===== config.mk =====
export PLATFORM = sky130hd
export DESIGN_NAME = flash_transfer_chunk_splitter
export DESIGN_NICKNAME = d
export VERILOG_FILES = /design/src/hw/rtl/fcs_pkg.sv /design/src/hw/rtl/fcs_front.sv /design/src/hw/rtl/fcs_desc_fifo.sv /design/src/hw/rtl/fcs_back.sv /design/src/hw/rtl/flash_transfer_chunk_splitter.sv
export SDC_FILE = /design/constraint.sdc
export NUM_CORES = 1
export LEC_CHECK = 0
export BUFFER_PORTS_ARGS = -buffer_cell sky130_fd_sc_hd__buf_2
export CORE_MARGIN = 2
export CORE_UTILIZATION = 60
export CTS_CLUSTER_DIAMETER = 60
export DETAILED_ROUTE_END_ITERATION = 8
export GPL_ROUTABILITY_DRIVEN = 0
export PLACE_DENSITY = 0.92
export SLEW_MARGIN = 15
export SYNTH_ARGS = -nofsm -noshare
export SYNTH_HDL_FRONTEND = slang
export SYNTH_SLANG_ARGS = --single-unit

===== constraint.sdc =====
create_clock -name clk -period 7.7 [get_ports clk]
set_input_delay 0.385 -clock clk [delete_from_list [all_inputs] [get_ports clk]]
set_output_delay 0.385 -clock clk [all_outputs]
set_load 0.05 [all_outputs]

===== src/hw/rtl/fcs_pkg.sv =====
// fcs_pkg: shared constants and word types for the flash transfer chunk splitter
// used by fcs_front, fcs_desc_fifo, fcs_back and the top level; no dependencies
package fcs_pkg;

    // transfer geometry; PAGE_BYTES must be a power of two
    localparam int PAGE_BYTES  = 256;
    localparam int READ_CHUNK  = 255;
    localparam int MAX_REQUEST = 4096;
    localparam int MAX_CHUNKS  = 64;

    // field widths fixed by the word formats
    localparam int ADDR_W = 24;
    localparam int CNT_W  = 13;
    localparam int LEN_W  = 9;
    localparam int OFF_W  = 12;

    // derived widths
    localparam int PAGE_W  = $clog2(PAGE_BYTES);
    localparam int CHUNK_W = $clog2(MAX_CHUNKS);

    // descriptor queue between front and back
    localparam int DESC_DEPTH = 2;
    localparam int DPTR_W     = $clog2(DESC_DEPTH);
    localparam int DCNT_W     = $clog2(DESC_DEPTH + 1);

    localparam logic [LEN_W-1:0] PAGE_LEN    = LEN_W'(PAGE_BYTES);
    localparam logic [LEN_W-1:0] READ_LEN    = LEN_W'(READ_CHUNK);
    localparam logic [CNT_W-1:0] MAX_REQ_CNT = CNT_W'(MAX_REQUEST);

    // command codes
    typedef enum logic {
        CMD_PROGRAM = 1'b0,
        CMD_READ    = 1'b1
    } fcs_cmd_t;

    // request word on the input side
    typedef struct packed {
        logic              cmd;
        logic [ADDR_W-1:0] start_address;
        logic [CNT_W-1:0]  byte_count;
    } fcs_req_t;

    // chunk word on the result side
    typedef struct packed {
        logic [ADDR_W-1:0] chunk_address;
        logic [LEN_W-1:0]  chunk_length;
        logic [OFF_W-1:0]  buffer_offset;
        logic              first_chunk;
        logic              last_chunk;
    } fcs_chunk_t;

    // classified request handed from front to back
    typedef struct packed {
        logic              is_read;
        logic [ADDR_W-1:0] start;
        logic [CNT_W-1:0]  count;
        logic [LEN_W-1:0]  first_len;
    } fcs_desc_t;

endpackage


===== src/hw/rtl/fcs_front.sv =====
// fcs_front: accepts request words, saturates the count and works out the
// first chunk's length; depends on fcs_pkg
module fcs_front
    import fcs_pkg::*;
(
    input  fcs_req_t  req,
    input  logic      push,
    input  logic      q_full,
    output logic      q_wr,
    output fcs_desc_t q_desc
);

    logic [CNT_W-1:0]  sat_count;
    logic [LEN_W-1:0]  page_rest;
    logic              is_read;

    // clamp the count to the largest request
    assign sat_count = (req.byte_count > MAX_REQ_CNT) ? MAX_REQ_CNT : req.byte_count;

    // bytes left up to the end of the start page
    assign page_rest = PAGE_LEN - LEN_W'(req.start_address[PAGE_W-1:0]);

    assign is_read = (req.cmd == CMD_READ);

    // a zero count produces nothing, so it never reaches the queue
    assign q_wr = push && !q_full && (sat_count != '0);

    assign q_desc.is_read   = is_read;
    assign q_desc.start     = req.start_address;
    assign q_desc.count     = sat_count;
    assign q_desc.first_len = is_read ? READ_LEN : page_rest;

endmodule


===== src/hw/rtl/fcs_desc_fifo.sv =====
// fcs_desc_fifo: short descriptor queue that decouples front and back
// depends on fcs_pkg
module fcs_desc_fifo
    import fcs_pkg::*;
(
    input  logic      clk,
    input  logic      rst_n,
    input  logic      wr,
    input  fcs_desc_t wr_desc,
    input  logic      rd,
    output fcs_desc_t rd_desc,
    output logic      full,
    output logic      not_empty
);

    fcs_desc_t          mem [DESC_DEPTH];
    logic [DPTR_W-1:0]  wr_ptr_reg;
    logic [DPTR_W-1:0]  rd_ptr_reg;
    logic [DCNT_W-1:0]  count_reg;
    logic               do_wr;
    logic               do_rd;

    assign full      = (count_reg == DCNT_W'(DESC_DEPTH));
    assign not_empty = (count_reg != '0);
    assign do_wr     = wr && !full;
    assign do_rd     = rd && not_empty;
    assign rd_desc   = mem[rd_ptr_reg];

    // storage
    always_ff @(posedge clk)
    begin
        if (do_wr)
        begin
            mem[wr_ptr_reg] <= wr_desc;
        end
    end

    // pointers and fill count
    always_ff @(posedge clk or negedge rst_n)
    begin
        if (!rst_n)
        begin
            wr_ptr_reg <= '0;
            rd_ptr_reg <= '0;
            count_reg  <= '0;
        end
        else
        begin
            if (do_wr)
            begin
                wr_ptr_reg <= (wr_ptr_reg == DPTR_W'(DESC_DEPTH - 1)) ? '0 : wr_ptr_reg + 1'b1;
            end
            if (do_rd)
            begin
                rd_ptr_reg <= (rd_ptr_reg == DPTR_W'(DESC_DEPTH - 1)) ? '0 : rd_ptr_reg + 1'b1;
            end
            if (do_wr && !do_rd)
            begin
                count_reg <= count_reg + 1'b1;
            end
            else if (do_rd && !do_wr)
            begin
                count_reg <= count_reg - 1'b1;
            end
        end
    end

endmodule


===== src/hw/rtl/fcs_back.sv =====
// fcs_back: chunk sequencer that walks one descriptor into an output register, one
// chunk word per cycle while that register is free or popped; depends on fcs_pkg
module fcs_back
    import fcs_pkg::*;
(
    input  logic       clk,
    input  logic       rst_n,
    input  fcs_desc_t  q_desc,
    input  logic       q_valid,
    output logic       q_rd,
    output fcs_chunk_t chunk,
    output logic       empty,
    input  logic       pop
);

    logic               active_reg,    active_next;
    logic               out_valid_reg, out_valid_next;
    logic               is_read_reg;
    logic [ADDR_W-1:0]  addr_reg;
    logic [CNT_W-1:0]   rem_reg;
    logic [OFF_W-1:0]   offset_reg;
    logic [CHUNK_W-1:0] n_reg;
    logic [LEN_W-1:0]   first_len_reg;
    fcs_chunk_t         out_reg,       out_next;

    logic               load;
    logic               emit;
    logic [LEN_W-1:0]   full_len;
    logic [LEN_W-1:0]   cur_len;
    logic [CNT_W-1:0]   rem_next;
    logic               last;

    assign empty = !out_valid_reg;
    assign chunk = out_reg;

    // handshake between the sequencer and the output register
    assign load = !active_reg && q_valid;
    assign emit = active_reg && (!out_valid_reg || pop);
    assign q_rd = load;

    // length of the current chunk
    always_comb
    begin
        if (n_reg == '0)
        begin
            full_len = first_len_reg;
        end
        else
        begin
            full_len = is_read_reg ? READ_LEN : PAGE_LEN;
        end
        cur_len  = (CNT_W'(full_len) > rem_reg) ? rem_reg[LEN_W-1:0] : full_len;
        rem_next = rem_reg - CNT_W'(cur_len);
        last     = (rem_next == '0) || (n_reg == CHUNK_W'(MAX_CHUNKS - 1));
    end

    // next control state and next chunk word
    always_comb
    begin
        active_next    = active_reg;
        out_valid_next = out_valid_reg;
        if (pop && out_valid_reg)
        begin
            out_valid_next = 1'b0;
        end
        if (load)
        begin
            active_next = 1'b1;
        end
        if (emit)
        begin
            out_valid_next = 1'b1;
            if (last)
            begin
                active_next = 1'b0;
            end
        end
        out_next.chunk_address = addr_reg;
        out_next.chunk_length  = cur_len;
        out_next.buffer_offset = offset_reg;
        out_next.first_chunk   = (n_reg == '0);
        out_next.last_chunk    = last;
    end

    // control registers
    always_ff @(posedge clk or negedge rst_n)
    begin
        if (!rst_n)
        begin
            active_reg    <= 1'b0;
            out_valid_reg <= 1'b0;
        end
        else
        begin
            active_reg    <= active_next;
            out_valid_reg <= out_valid_next;
        end
    end

    // walk registers and output word
    always_ff @(posedge clk)
    begin
        if (load)
        begin
            is_read_reg   <= q_desc.is_read;
            addr_reg      <= q_desc.start;
            rem_reg       <= q_desc.count;
            first_len_reg <= q_desc.first_len;
            offset_reg    <= '0;
            n_reg         <= '0;
        end
        else if (emit)
        begin
            addr_reg   <= addr_reg + ADDR_W'(cur_len);
            rem_reg    <= rem_next;
            offset_reg <= offset_reg + OFF_W'(cur_len);
            n_reg      <= n_reg + 1'b1;
        end
        if (emit)
        begin
            out_reg <= out_next;
        end
    end

endmodule


===== src/hw/rtl/flash_transfer_chunk_splitter.sv =====
// flash_transfer_chunk_splitter: splits serial-flash transfer requests into chunks
// a request is queued, loaded into the back sequencer, then walked into chunk words
// throughput: one chunk word per cycle while the output register is free or popped;
// a new descriptor is taken from the two-entry queue only after the last chunk
// reset: asynchronous; clears queue pointers, sequencer state and output valid flag
// depends on fcs_pkg, fcs_front, fcs_desc_fifo, fcs_back
module flash_transfer_chunk_splitter
    import fcs_pkg::*;
(
    input  logic       clk,
    input  logic       rst_n,
    input  fcs_req_t   req,
    input  logic       push,
    output logic       full,
    output fcs_chunk_t chunk,
    output logic       empty,
    input  logic       pop
);

    logic      q_wr;
    logic      q_rd;
    logic      q_full;
    logic      q_valid;
    fcs_desc_t q_wr_desc;
    fcs_desc_t q_rd_desc;

    assign full = q_full;

    // request classification
    fcs_front u_front (
        .req    (req),
        .push   (push),
        .q_full (q_full),
        .q_wr   (q_wr),
        .q_desc (q_wr_desc)
    );

    // descriptor queue
    fcs_desc_fifo u_fifo (
        .clk       (clk),
        .rst_n     (rst_n),
        .wr        (q_wr),
        .wr_desc   (q_wr_desc),
        .rd        (q_rd),
        .rd_desc   (q_rd_desc),
        .full      (q_full),
        .not_empty (q_valid)
    );

    // chunk sequencer
    fcs_back u_back (
        .clk     (clk),
        .rst_n   (rst_n),
        .q_desc  (q_rd_desc),
        .q_valid (q_valid),
        .q_rd    (q_rd),
        .chunk   (chunk),
        .empty   (empty),
        .pop     (pop)
    );

endmodule

Word-level counts from Yosys, hierarchy flattened
Memory sizes are Yosys's and may differ from the RTL's.
Index checks and enable logic that the tools add are counted.
{"block": "word_totals", "register_bits": 118, "ramBits": 94, "inputBits": 42, "output_inout_bits": 49, "elab_cells": 73, "n_memories": 1}
{"name": "u_fifo.mem", "words": 2, "word_bits": 47, "read_ports": 1, "rd_ports_with_merged_regs": 0, "write_ports": 1, "line_no": "fcs_desc_fifo.sv:16", "rtl": "fcs_desc_t mem [DESC_DEPTH];"}
{"block": "op_classes", "n_addsub": 9, "magnitude_cmp": 2, "eq_ne": 2, "n_mux": 20, "reduce_logical": 23}
{"cell": "$mux 24", "count": 2}
{"cell": "$mux 13", "count": 3}
{"cell": "$mux 9", "count": 4}
{"cell": "$add 24x9->24", "count": 1}
{"cell": "$gt 13x13->1 const B", "count": 1}
{"cell": "$gt 9x13->1", "count": 1}
{"cell": "$logic_not 13->1", "count": 1}
{"cell": "$reduce_bool 13->1", "count": 1}
{"cell": "$sub 13x9->13", "count": 1}
{"cell": "$add 12x9->12", "count": 1}
{"cell": "$logic_and 1x1->1", "count": 9}
{"cell": "$mux 1", "count": 9}
{"cell": "$sub 9x8->9 const A", "count": 1}
{"cell": "$reduce_bool 2->1", "count": 4}
{"cell": "$add 6x1->6 const B", "count": 1}
{"cell": "$eq 6x6->1 const B", "count": 1}
{"cell": "$logic_not 6->1", "count": 1}
{"cell": "$logic_not 1->1", "count": 5}
{"cell": "$mux 2", "count": 2}
{"cell": "$add 1x1->1 const B", "count": 2}
{"cell": "$add 2x1->2 const B", "count": 1}
{"cell": "$eq 2x2->1 const B", "count": 1}
{"cell": "$logic_or 1x1->1", "count": 2}
{"cell": "$sub 2x1->2 const B", "count": 1}

Longest topological paths before layout
Gate-level depths: netlist (run 1).
{"block": "depth", "depth_word": 9, "mapped_depth": 27, "mapped_depth_nobuf": 26}

Modules after synthesis
A second synthesis (run 1) with hierarchy kept.
{"block": "unflattened", "cells_unflattened": 836, "hier_area_um2": 10566.4}
{"module": "fcs_back", "n_inst": 1, "cells_per_inst": 597, "area_each_um2": 6393.6, "seq_area_each_um2": 3233.1}
{"module": "fcs_desc_fifo", "n_inst": 1, "cells_per_inst": 165, "area_each_um2": 3668.5, "seq_area_each_um2": 2922.8}
{"module": "fcs_front", "n_inst": 1, "cells_per_inst": 74, "area_each_um2": 504.2, "seq_area_each_um2": 0.0}

Least setup slack after synthesis (run 1)
Ideal clock, no wire load.
{"block": "synth_timing", "path_type": "reg2reg", "startpoint": "register u_back.n_reg[0]", "endpoint": "register u_back.active_reg", "setup_ns": 0.216, "arrival_ns": 6.158, "required_ns": 7.484, "slack_ns": 1.326, "path_stages_with_launch": 23, "period_less_slack_ns": 6.374, "cell_sequence": "dfxtp_1 -> inv_1 -> ha_1 -> nor4b_4 -> a21oi_1 -> a21oi_1 -> inv_1 -> ha_1 -> and4_1 -> o2bb2ai_1 -> nor3_1 -> nor2_1 -> clkbuf_1 -> a21boi_0 -> inv_1 -> ha_1 -> a21o_1 -> a221o_1 -> a311oi_4 -> xnor2_1 -> or4_1 -> a2111oi_2 -> a21oi_1"}
{"block": "synth_between", "elab_chain_len": 9, "word_cells_on_any_way": 10, "classes_between": "add/sub (1); order compare (1); eq/ne (1); mux (4); reduce/logical (3)"}
{"element": "from (decl)", "line_no": "fcs_back.sv:22", "rtl": "logic [CHUNK_W-1:0] n_reg;"}
{"element": "from (signal assigned)", "line_no": "fcs_back.sv:117", "rtl": "n_reg <= n_reg + 1'b1;"}
{"element": "$logic_not 6->1 *", "line_no": "fcs_back.sv:44", "rtl": "if (n_reg == '0)"}
{"element": "$mux 9 *", "line_no": "fcs_back.sv:44"}
{"element": "$gt 9x13->1", "line_no": "fcs_back.sv:52", "rtl": "cur_len = (CNT_W'(full_len) > rem_reg) ? rem_reg[LEN_W-1:0] : full_len;"}
{"element": "$mux 9 *", "line_no": "fcs_back.sv:52"}
{"element": "net u_back.cur_len[1]", "line_no": "fcs_back.sv:29", "rtl": "logic [LEN_W-1:0] cur_len;"}
{"element": "$sub 13x9->13 *", "line_no": "fcs_back.sv:53", "rtl": "rem_next = rem_reg - CNT_W'(cur_len);"}
{"element": "$logic_not 13->1 *", "line_no": "fcs_back.sv:54", "rtl": "last = (rem_next == '0) || (n_reg == CHUNK_W'(MAX_CHUNKS - 1));"}
{"element": "$logic_or 1x1->1 *", "line_no": "fcs_back.sv:54"}
{"element": "$mux 1 *", "line_no": "fcs_back.sv:73", "rtl": "if (last)"}
{"element": "$mux 1 *", "line_no": "fcs_back.sv:70", "rtl": "if (emit)"}
{"element": "net u_back.active_next", "line_no": "fcs_back.sv:16", "rtl": "logic active_reg, active_next;"}
{"element": "to (signal assigned)", "line_no": "fcs_back.sv:95", "rtl": "active_reg <= active_next;"}
{"element": "to (decl)", "line_no": "fcs_back.sv:16"}
The timed path passes the listed nets; every way through them passes the cells marked *.
A chain may end at the register's enable or synchronous reset.

Worst setup path after layout (run 1)
{"block": "layout_timing", "startpoint": "register u_back.n_reg[0]", "endpoint": "register u_back.out_reg (netlist bit u_back.chunk[0]) (data pin)"}
{"block": "layout_between", "elab_chain_len": 7, "word_cells_on_any_way": 8, "classes_between": "add/sub (1); order compare (1); eq/ne (1); mux (2); reduce/logical (3)"}
{"element": "$logic_not 6->1 *", "line_no": "fcs_back.sv:44"}
{"element": "$mux 9 *", "line_no": "fcs_back.sv:44"}
{"element": "$gt 9x13->1", "line_no": "fcs_back.sv:52"}
{"element": "$mux 9 *", "line_no": "fcs_back.sv:52"}
{"element": "net u_back.cur_len[6]", "line_no": "fcs_back.sv:29"}
{"element": "$sub 13x9->13 *", "line_no": "fcs_back.sv:53"}
{"element": "$logic_not 13->1 *", "line_no": "fcs_back.sv:54"}
{"element": "$logic_or 1x1->1 *", "line_no": "fcs_back.sv:54"}
{"element": "net u_back.last", "line_no": "fcs_back.sv:31", "rtl": "logic last;"}
{"element": "to (signal assigned)", "line_no": "fcs_back.sv:121", "rtl": "out_reg <= out_next;"}
{"element": "to (decl)", "line_no": "fcs_back.sv:24", "rtl": "fcs_chunk_t out_reg, out_next;"}
Marks and branches as above.

==> results.toml, run 1 <==
[outcome]
outcome = "completed"

[finish]
largest_reg_flops = 94
n_antenna_cell = 0
fin_cells = 1214
num-fill-cells = 1149
nNetsFinal = 1043
design_area_um2 = 11950
drive_above_1_share = 0.1699
area_delta_synth_final_pct = 13.70
final_core_utilization = 0.6935

[yosys]
netlist_instances = 880
ys_async_sr_fraction = 0.02830
synth_top_area_cell = "edfxtp_1"
synth_top_flop_cell = "edfxtp_1"
yosys.area.top_type_share = 0.5370
ys_seq_elements = 212
synthTopCellsByCount = "188 x edfxtp_1, 59 x nand2_1, 50 x a21oi_1"
yosysMostFrequentCell = "edfxtp_1"
netlist_top_cells_area = "edfxtp_1 54%, dfxtp_1 3.4%, ha_1 3.0%"
synth-edff-count = 188
yosysSeqAreaShare = 0.5855
avgSynthCellArea_um2 = 11.95
synth_cell_types = 84
synth_nets = 950
syn-cell-area_um2 = 10510
synth_warnings = 0

[timing]
slew_headroom = 0.2503
max_freq_mhz = 141.1
setup_ws_ns = 0.6137
whs_ns = 0.06864
rsz0062_at_grt = "false"
setup_viol = 0
hold_viol = 0
fin_skew_ns = 0.01595
post-route-period-util = 0.9203
period_needed_ns = 7.086
worst_pin_slew_ns = 1.125
drv_slew = 0
tns_ns = 0

[route]
final_antenna_net_count = 0
routed_wirelength_um = 23130
wl_per_cell_um = 19.05
drc = 0
route.vias.total = 7562
first_iter_violations = 746
firstDrtPassIters = 6
avgViaCountPerCell = 6.229

[power_and_ir_drop]
power.static_leakage_nw = 4.592
pwr-share-comb = 0.390
power.density_nw_per_um2 = 408.4
design_power_total_mw = 4.882
switching_share = 0.3836
power_frac_seq = 0.392
clkPwrFrac = 0.219
switchingPower_mw = 1.872
irDropWorstVdd_v = 0.0002430
internal-power_mw = 3.009

[min_path]
hold_path.class = "input port to flip-flop"
whs_path_depth = 1
hold_start = "req[36]"
min_to = "u_fifo.mem[0][45]$_DFFE_PP_"

[worst_setup_path]
crit_path_cell_trace = "inv_1, ha_1, nor4b_4, a21oi_1, a21oi_1, inv_1, ha_1, and4_1, o2bb2ai_1, nor3_1, nor2_1, a21boi_0, inv_1, ha_1, inv_1, or3_1, or4b_1, a41oi_1, o32ai_1, xnor2_1, o2111ai_1, a2111oi_2, a31o_1"
crit_type = "flip-flop to flip-flop"
r2r-start = "u_back.n_reg[0]$_SDFFE_PP0P_"
r2r_cells = 23
cpLargestDelayFamily = "compound AO/OA/AOI/OAI gates"
cp.arrival_ns = 7.46
cp-start-kind = "flip-flop"
rrSetupSlack_ns = 0.61
cp.required_ns = 8.08
cp-end-kind = "flip-flop"
cp_max_fo = 9
crit_start = "u_back.n_reg[0]$_SDFFE_PP0P_"
slowest_delay_ns = 0.78
path_buf_inv = 4
cpMaxStageDelayCell = "nor3_1"
r2r-end = "u_back.chunk[0]$_DFFE_PP_"
crit_path_frequent_cell = "inv_1"

[clocking]
insertion_delay_ns = 0.51
cts_tree = "done"
cts_made_buffers = 22
cts.sink_count = 212
cts.path.max_buffers = 3
cts_root_buf = "clkbuf_16"
cts.repair.resized = 0
clk_pin_slew_ns = 0.07
htree_levels = 1

[die]
die_w_um = 136.4
die-area_um2 = 18600
coreArea_um2 = 17240
io_pins = 91
std_cell_rows = 48
initial_utilization = 0.6100
die_y_um = 136.4

[place]
numPortBuffers = 90
post_dp_cell_area_um2 = 11200
placedCellCount = 1173
pre_cts_slack_ns = 0.8960
hpwl_um = 15630

[flow_run]
maxCapViolCount = 0

[grt]
grt_use_total = 0.2567
use_met1 = 0.3673
first_global_vias = 7190
grt_use_met2 = 0.4034
grt_pass1_wl_um = 37140
grt_max_degree = 67
grtUsageMet3 = 0.04139
antenna_found_initial = 0
busiest_layer = "met2"
grt_overflow_total = 0
[kinds of logic after synthesis]
logic type | share of synthesized area
compound gates | 0.1442
xor+xnor | 0.03665
fa+ha+maj | 0.04118
buf+inv | 0.03058
flops | 0.5855
mux | 0.03463
simple gates | 0.1272
[power by group through the flow]
stage	Sequential [mW]	Clock (mW)	Combinational [mW]
floorplan	2.01	0	1.29
global placement	1.90	0	1.77
detailed placement	1.93	0	1.83
CTS	1.91	1.08	1.87
global route	1.95	1.13	2.09
finish	1.91	1.07	1.90
[routing by layer]
metal,up-vias,share of wire
met5,-,0
met4,0,0.031
met3,63,0.089
met2,373,0.47
met1,3590,0.41
li1,3536,-
[area by class of cell]
type | instances | area [um2] | share of cell area
flip-flops and latches | 212 | 6157 | 0.5151
multi-input cells | 583 | 4051 | 0.3389
clock buffers | 35 | 650.6 | 0.05443
repair buffers | 100 | 528.0 | 0.04417
well taps | 225 | 281.5 | 0.02355
inverters | 54 | 202.7 | 0.01696
clock inverters | 5 | 82.58 | 0.006908
[layout by cell type, fill, tap and decap left out, drive strengths merged, types with 5 or more instances in the layout]
master / Yosys / routed
or2: 6 / 6
dfxtp: 18 / 18
maj3: 6 / 6
o31a: 6 / 6
a21oi: 51 / 51
xor2: 16 / 16
a21o: 5 / 5
mux2i: 24 / 24
a31oi: 20 / 20
and3: 11 / 11
a22o: 5 / 5
a211oi: 19 / 19
mux2: 11 / 11
clkbuf: 25 / 35
nand2: 60 / 60
ha: 25 / 25
edfxtp: 188 / 188
nand4: 11 / 11
o211ai: 7 / 7
inv: 52 / 52
nand2b: 14 / 14
nor2: 32 / 32
or3: 13 / 13
nor3b: 5 / 5
nand3: 23 / 23
dfrtp: 6 / 6
nor3: 18 / 18
o21ai: 51 / 51
nor2b: 30 / 30
nor4: 5 / 5
xnor2: 28 / 28
buf: 6 / 99
[timing repair]
action | 4_1_cts | 5_1_grt
endpoints found under the hold margin | 6 | 0
hold buffers | 1 | 0
setup buffers | 0 | 0
[how the worst max path moves through the flow]
stage | slack (ns) | cells past startpoint | endpoint
global placement | 1.21 | 23 | u_back.chunk[0]$_DFFE_PP_
detailed placement | 0.90 | 23 | u_back.active_reg$_DFF_PN0_
floorplan | 1.33 | 22 | u_back.active_reg$_DFF_PN0_
finish | 0.61 | 23 | u_back.chunk[0]$_DFFE_PP_
global route | 0.32 | 24 | u_back.active_reg$_DFF_PN0_
CTS | 0.80 | 23 | u_back.chunk[0]$_DFFE_PP_
No activity file was read; power rests on OpenSTA's default activity.
==> run 2, diff against run 1 <==
- CELL_PAD_IN_SITES_DETAIL_PLACEMENT: default -> 1
- CELL_PAD_IN_SITES_GLOBAL_PLACEMENT: default -> 2
- CORE_UTILIZATION: 60 -> 41
- PLACE_DENSITY: 0.92 -> 0.86
==> run 2 against run 1 <==
Against the previous run:
- clock skew decreased by 0.0035 ns
- non-clock buffer count up 2
- first-iteration DRC count decreased by 29%
- highest routed layer unchanged
==> results.toml, run 2 (synthesis gave the netlist of run 1 again) <==
[finish]
n_antenna_cell = 0
final_cell_mix = "188 x edfxtp_1, 90 x buf_2, 59 x nand2_1, 50 x a21oi_1, 47 x inv_1"
drive_above_1_share = 0.1785
nNetsFinal = 1048
final_common_cell = "edfxtp_1"
largest_reg_flops = 94
area_delta_synth_final_pct = 15.84

[worst_setup_path]
r2r_cells = 23
cp_max_fo = 11
crit_type = "flip-flop to flip-flop"
cpMaxStageDelayCell = "o211ai_1"
cp-end-kind = "flip-flop"
path_buf_inv = 5
cpLargestDelayFamily = "compound AO/OA/AOI/OAI gates"
crit_start = "u_back.n_reg[0]$_SDFFE_PP0P_"
cp.arrival_ns = 7.50
rrSetupSlack_ns = 0.60
path_depth = 23
crit_path_frequent_cell = "inv_1"
cp-start-kind = "flip-flop"
crit_path_cell_trace = "inv_1, ha_1, nor4b_4, a21oi_1, a21oi_1, inv_1, ha_1, and4_1, o211ai_1, nor2_1, buf_4, a21boi_0, inv_1, ha_1, inv_1, or3_1, or4b_1, a41oi_1, o32ai_1, xnor2_1, o2111ai_1, a2111oi_2, a31o_1"
cp.required_ns = 8.10
cp-endpoint = "u_back.chunk[0]$_DFFE_PP_"
r2r-end = "u_back.chunk[0]$_DFFE_PP_"
slowest_delay_ns = 0.60
r2r-start = "u_back.n_reg[0]$_SDFFE_PP0P_"

[grt]
grt_use_total = 0.2044
antenna_found_initial = 0
grt_pass1_wl_um = 42640
first_global_vias = 7616
grt_max_degree = 67
grt_overflow_total = 0

[route]
routed_wirelength_um = 27030
final_antenna_net_count = 0
first_iter_violations = 531
route.vias.total = 7446
drc = 0
firstDrtPassIters = 5
wl_per_cell_um = 20.37
avgViaCountPerCell = 5.611

[timing]
hold_viol = 0
setup_viol = 0
drv_slew = 0
period_needed_ns = 7.103
max_freq_mhz = 140.8
fin_skew_ns = 0.01250
setup_ws_ns = 0.5968
tns_ns = 0
post-route-period-util = 0.9225
rsz0062_at_grt = "false"
slew_headroom = 0.4545
worst_pin_slew_ns = 0.8153

[clocking]
cts_tree = "done"
cts_setup_buffers = 0
clk_pin_slew_ns = 0.06
cts_root_buf = "clkbuf_16"
cts.repair.resized = 0
htree_levels = 1
cts_made_buffers = 25
insertion_delay_ns = 0.53
cts.path.max_buffers = 3
cts.sink_count = 212

[flow_run]
maxCapViolCount = 0

[die]
die_w_um = 164.1
io_pins = 91
coreArea_um2 = 25180
std_cell_rows = 58
die_y_um = 164.1
initial_utilization = 0.4175
die-area_um2 = 26940

[min_path]
hold_path.class = "input port to flip-flop"

[power_and_ir_drop]
irDropWorstVdd_v = 0.0001960
power.density_nw_per_um2 = 412.1
power.static_leakage_nw = 4.654

[place]
numPortBuffers = 90
pre_cts_slack_ns = 0.7234
hpwl_um = 19320

[outcome]
outcome = "completed"
==> run 2: cell count changes in the layout (fill, tap and decap cells not counted), sizes merged <==
| cell | previous run | this run |
|---|---|---|
| buf | 99 | 101 |
| clkbuf | 35 | 32 |
| clkinv | 2 | 10 |
| inv | 52 | 53 |
==> run 2: how the worst min path moves through the flow <==
stage	startpoint	end	slack (ns)	depth (start not counted)
finish	req[22]	u_fifo.mem[1][31]$_DFFE_PP_	0.04	1
global route	req[22]	u_fifo.mem[1][31]$_DFFE_PP_	0.02	1
CTS	req[22]	u_fifo.mem[1][31]$_DFFE_PP_	0.01	1
detailed placement	rst_n	u_back.out_valid_reg$_DFFE_PN0P_	0.23	1
global placement	rst_n	u_back.out_valid_reg$_DFFE_PN0P_	0.22	1
floorplan	rst_n	u_back.active_reg$_DFF_PN0_	0.09	0
==> run 2: power breakdown <==
part | switching (mW) | internal (mW) | total, mW | leakage (nW)
clock network | 0.468 | 0.689 | 1.16 | 0.396
logic | 1.24 | 0.710 | 1.95 | 2.27
registers | 0.249 | 1.67 | 1.92 | 1.99
total | 1.95 | 3.07 | 5.02 | 4.65
==> run 2: per-stage QoR <==
stage / utilization / cells / hold slack, ns / power (mW) / instance area (um2)
after global routing: 0.4837 / 1327 / 0.02381 / 5.328 / 12180
after detailed placement: 0.4508 / 1280 / 0.2280 / 3.862 / 11350
final: 0.4837 / 1327 / 0.03523 / 5.019 / 12180
after global placement: 0.4508 / 1280 / 0.2231 / 3.791 / 11350
after CTS: 0.4836 / 1327 / 0.01402 / 5.045 / 12180
after floorplan: - / 880 / 0.08941 / 3.306 / 10510
==> run 2: routing by layer <==
layer  global-route usage  vias to the layer above  routed length, um  share of wire
li1                     -                     3552                  -              -
met4              0.05941                        0                720          0.027
met3              0.02525                       44               1094          0.040
met5                    0                        -                  0              0
met1               0.2912                     3662              12870           0.48
met2               0.3281                      188              12350           0.46
==> run 2: final cells by class <==
cell class / count / area, um2
clock buffers: 32 / 671.9
clock inverters: 14 / 145.1
fillers: 2651 / 13000
inverters: 54 / 202.7
multi-input cells: 583 / 4046
flip-flops and latches: 212 / 6157
well taps: 330 / 412.9
repair buffers: 102 / 543.0
==> run 2: what timing repair did <==
item | CTS | global route
hold endpoints to repair | 6 | 0
hold buffers | 1 | 0
setup endpoints to repair | 0 | 0
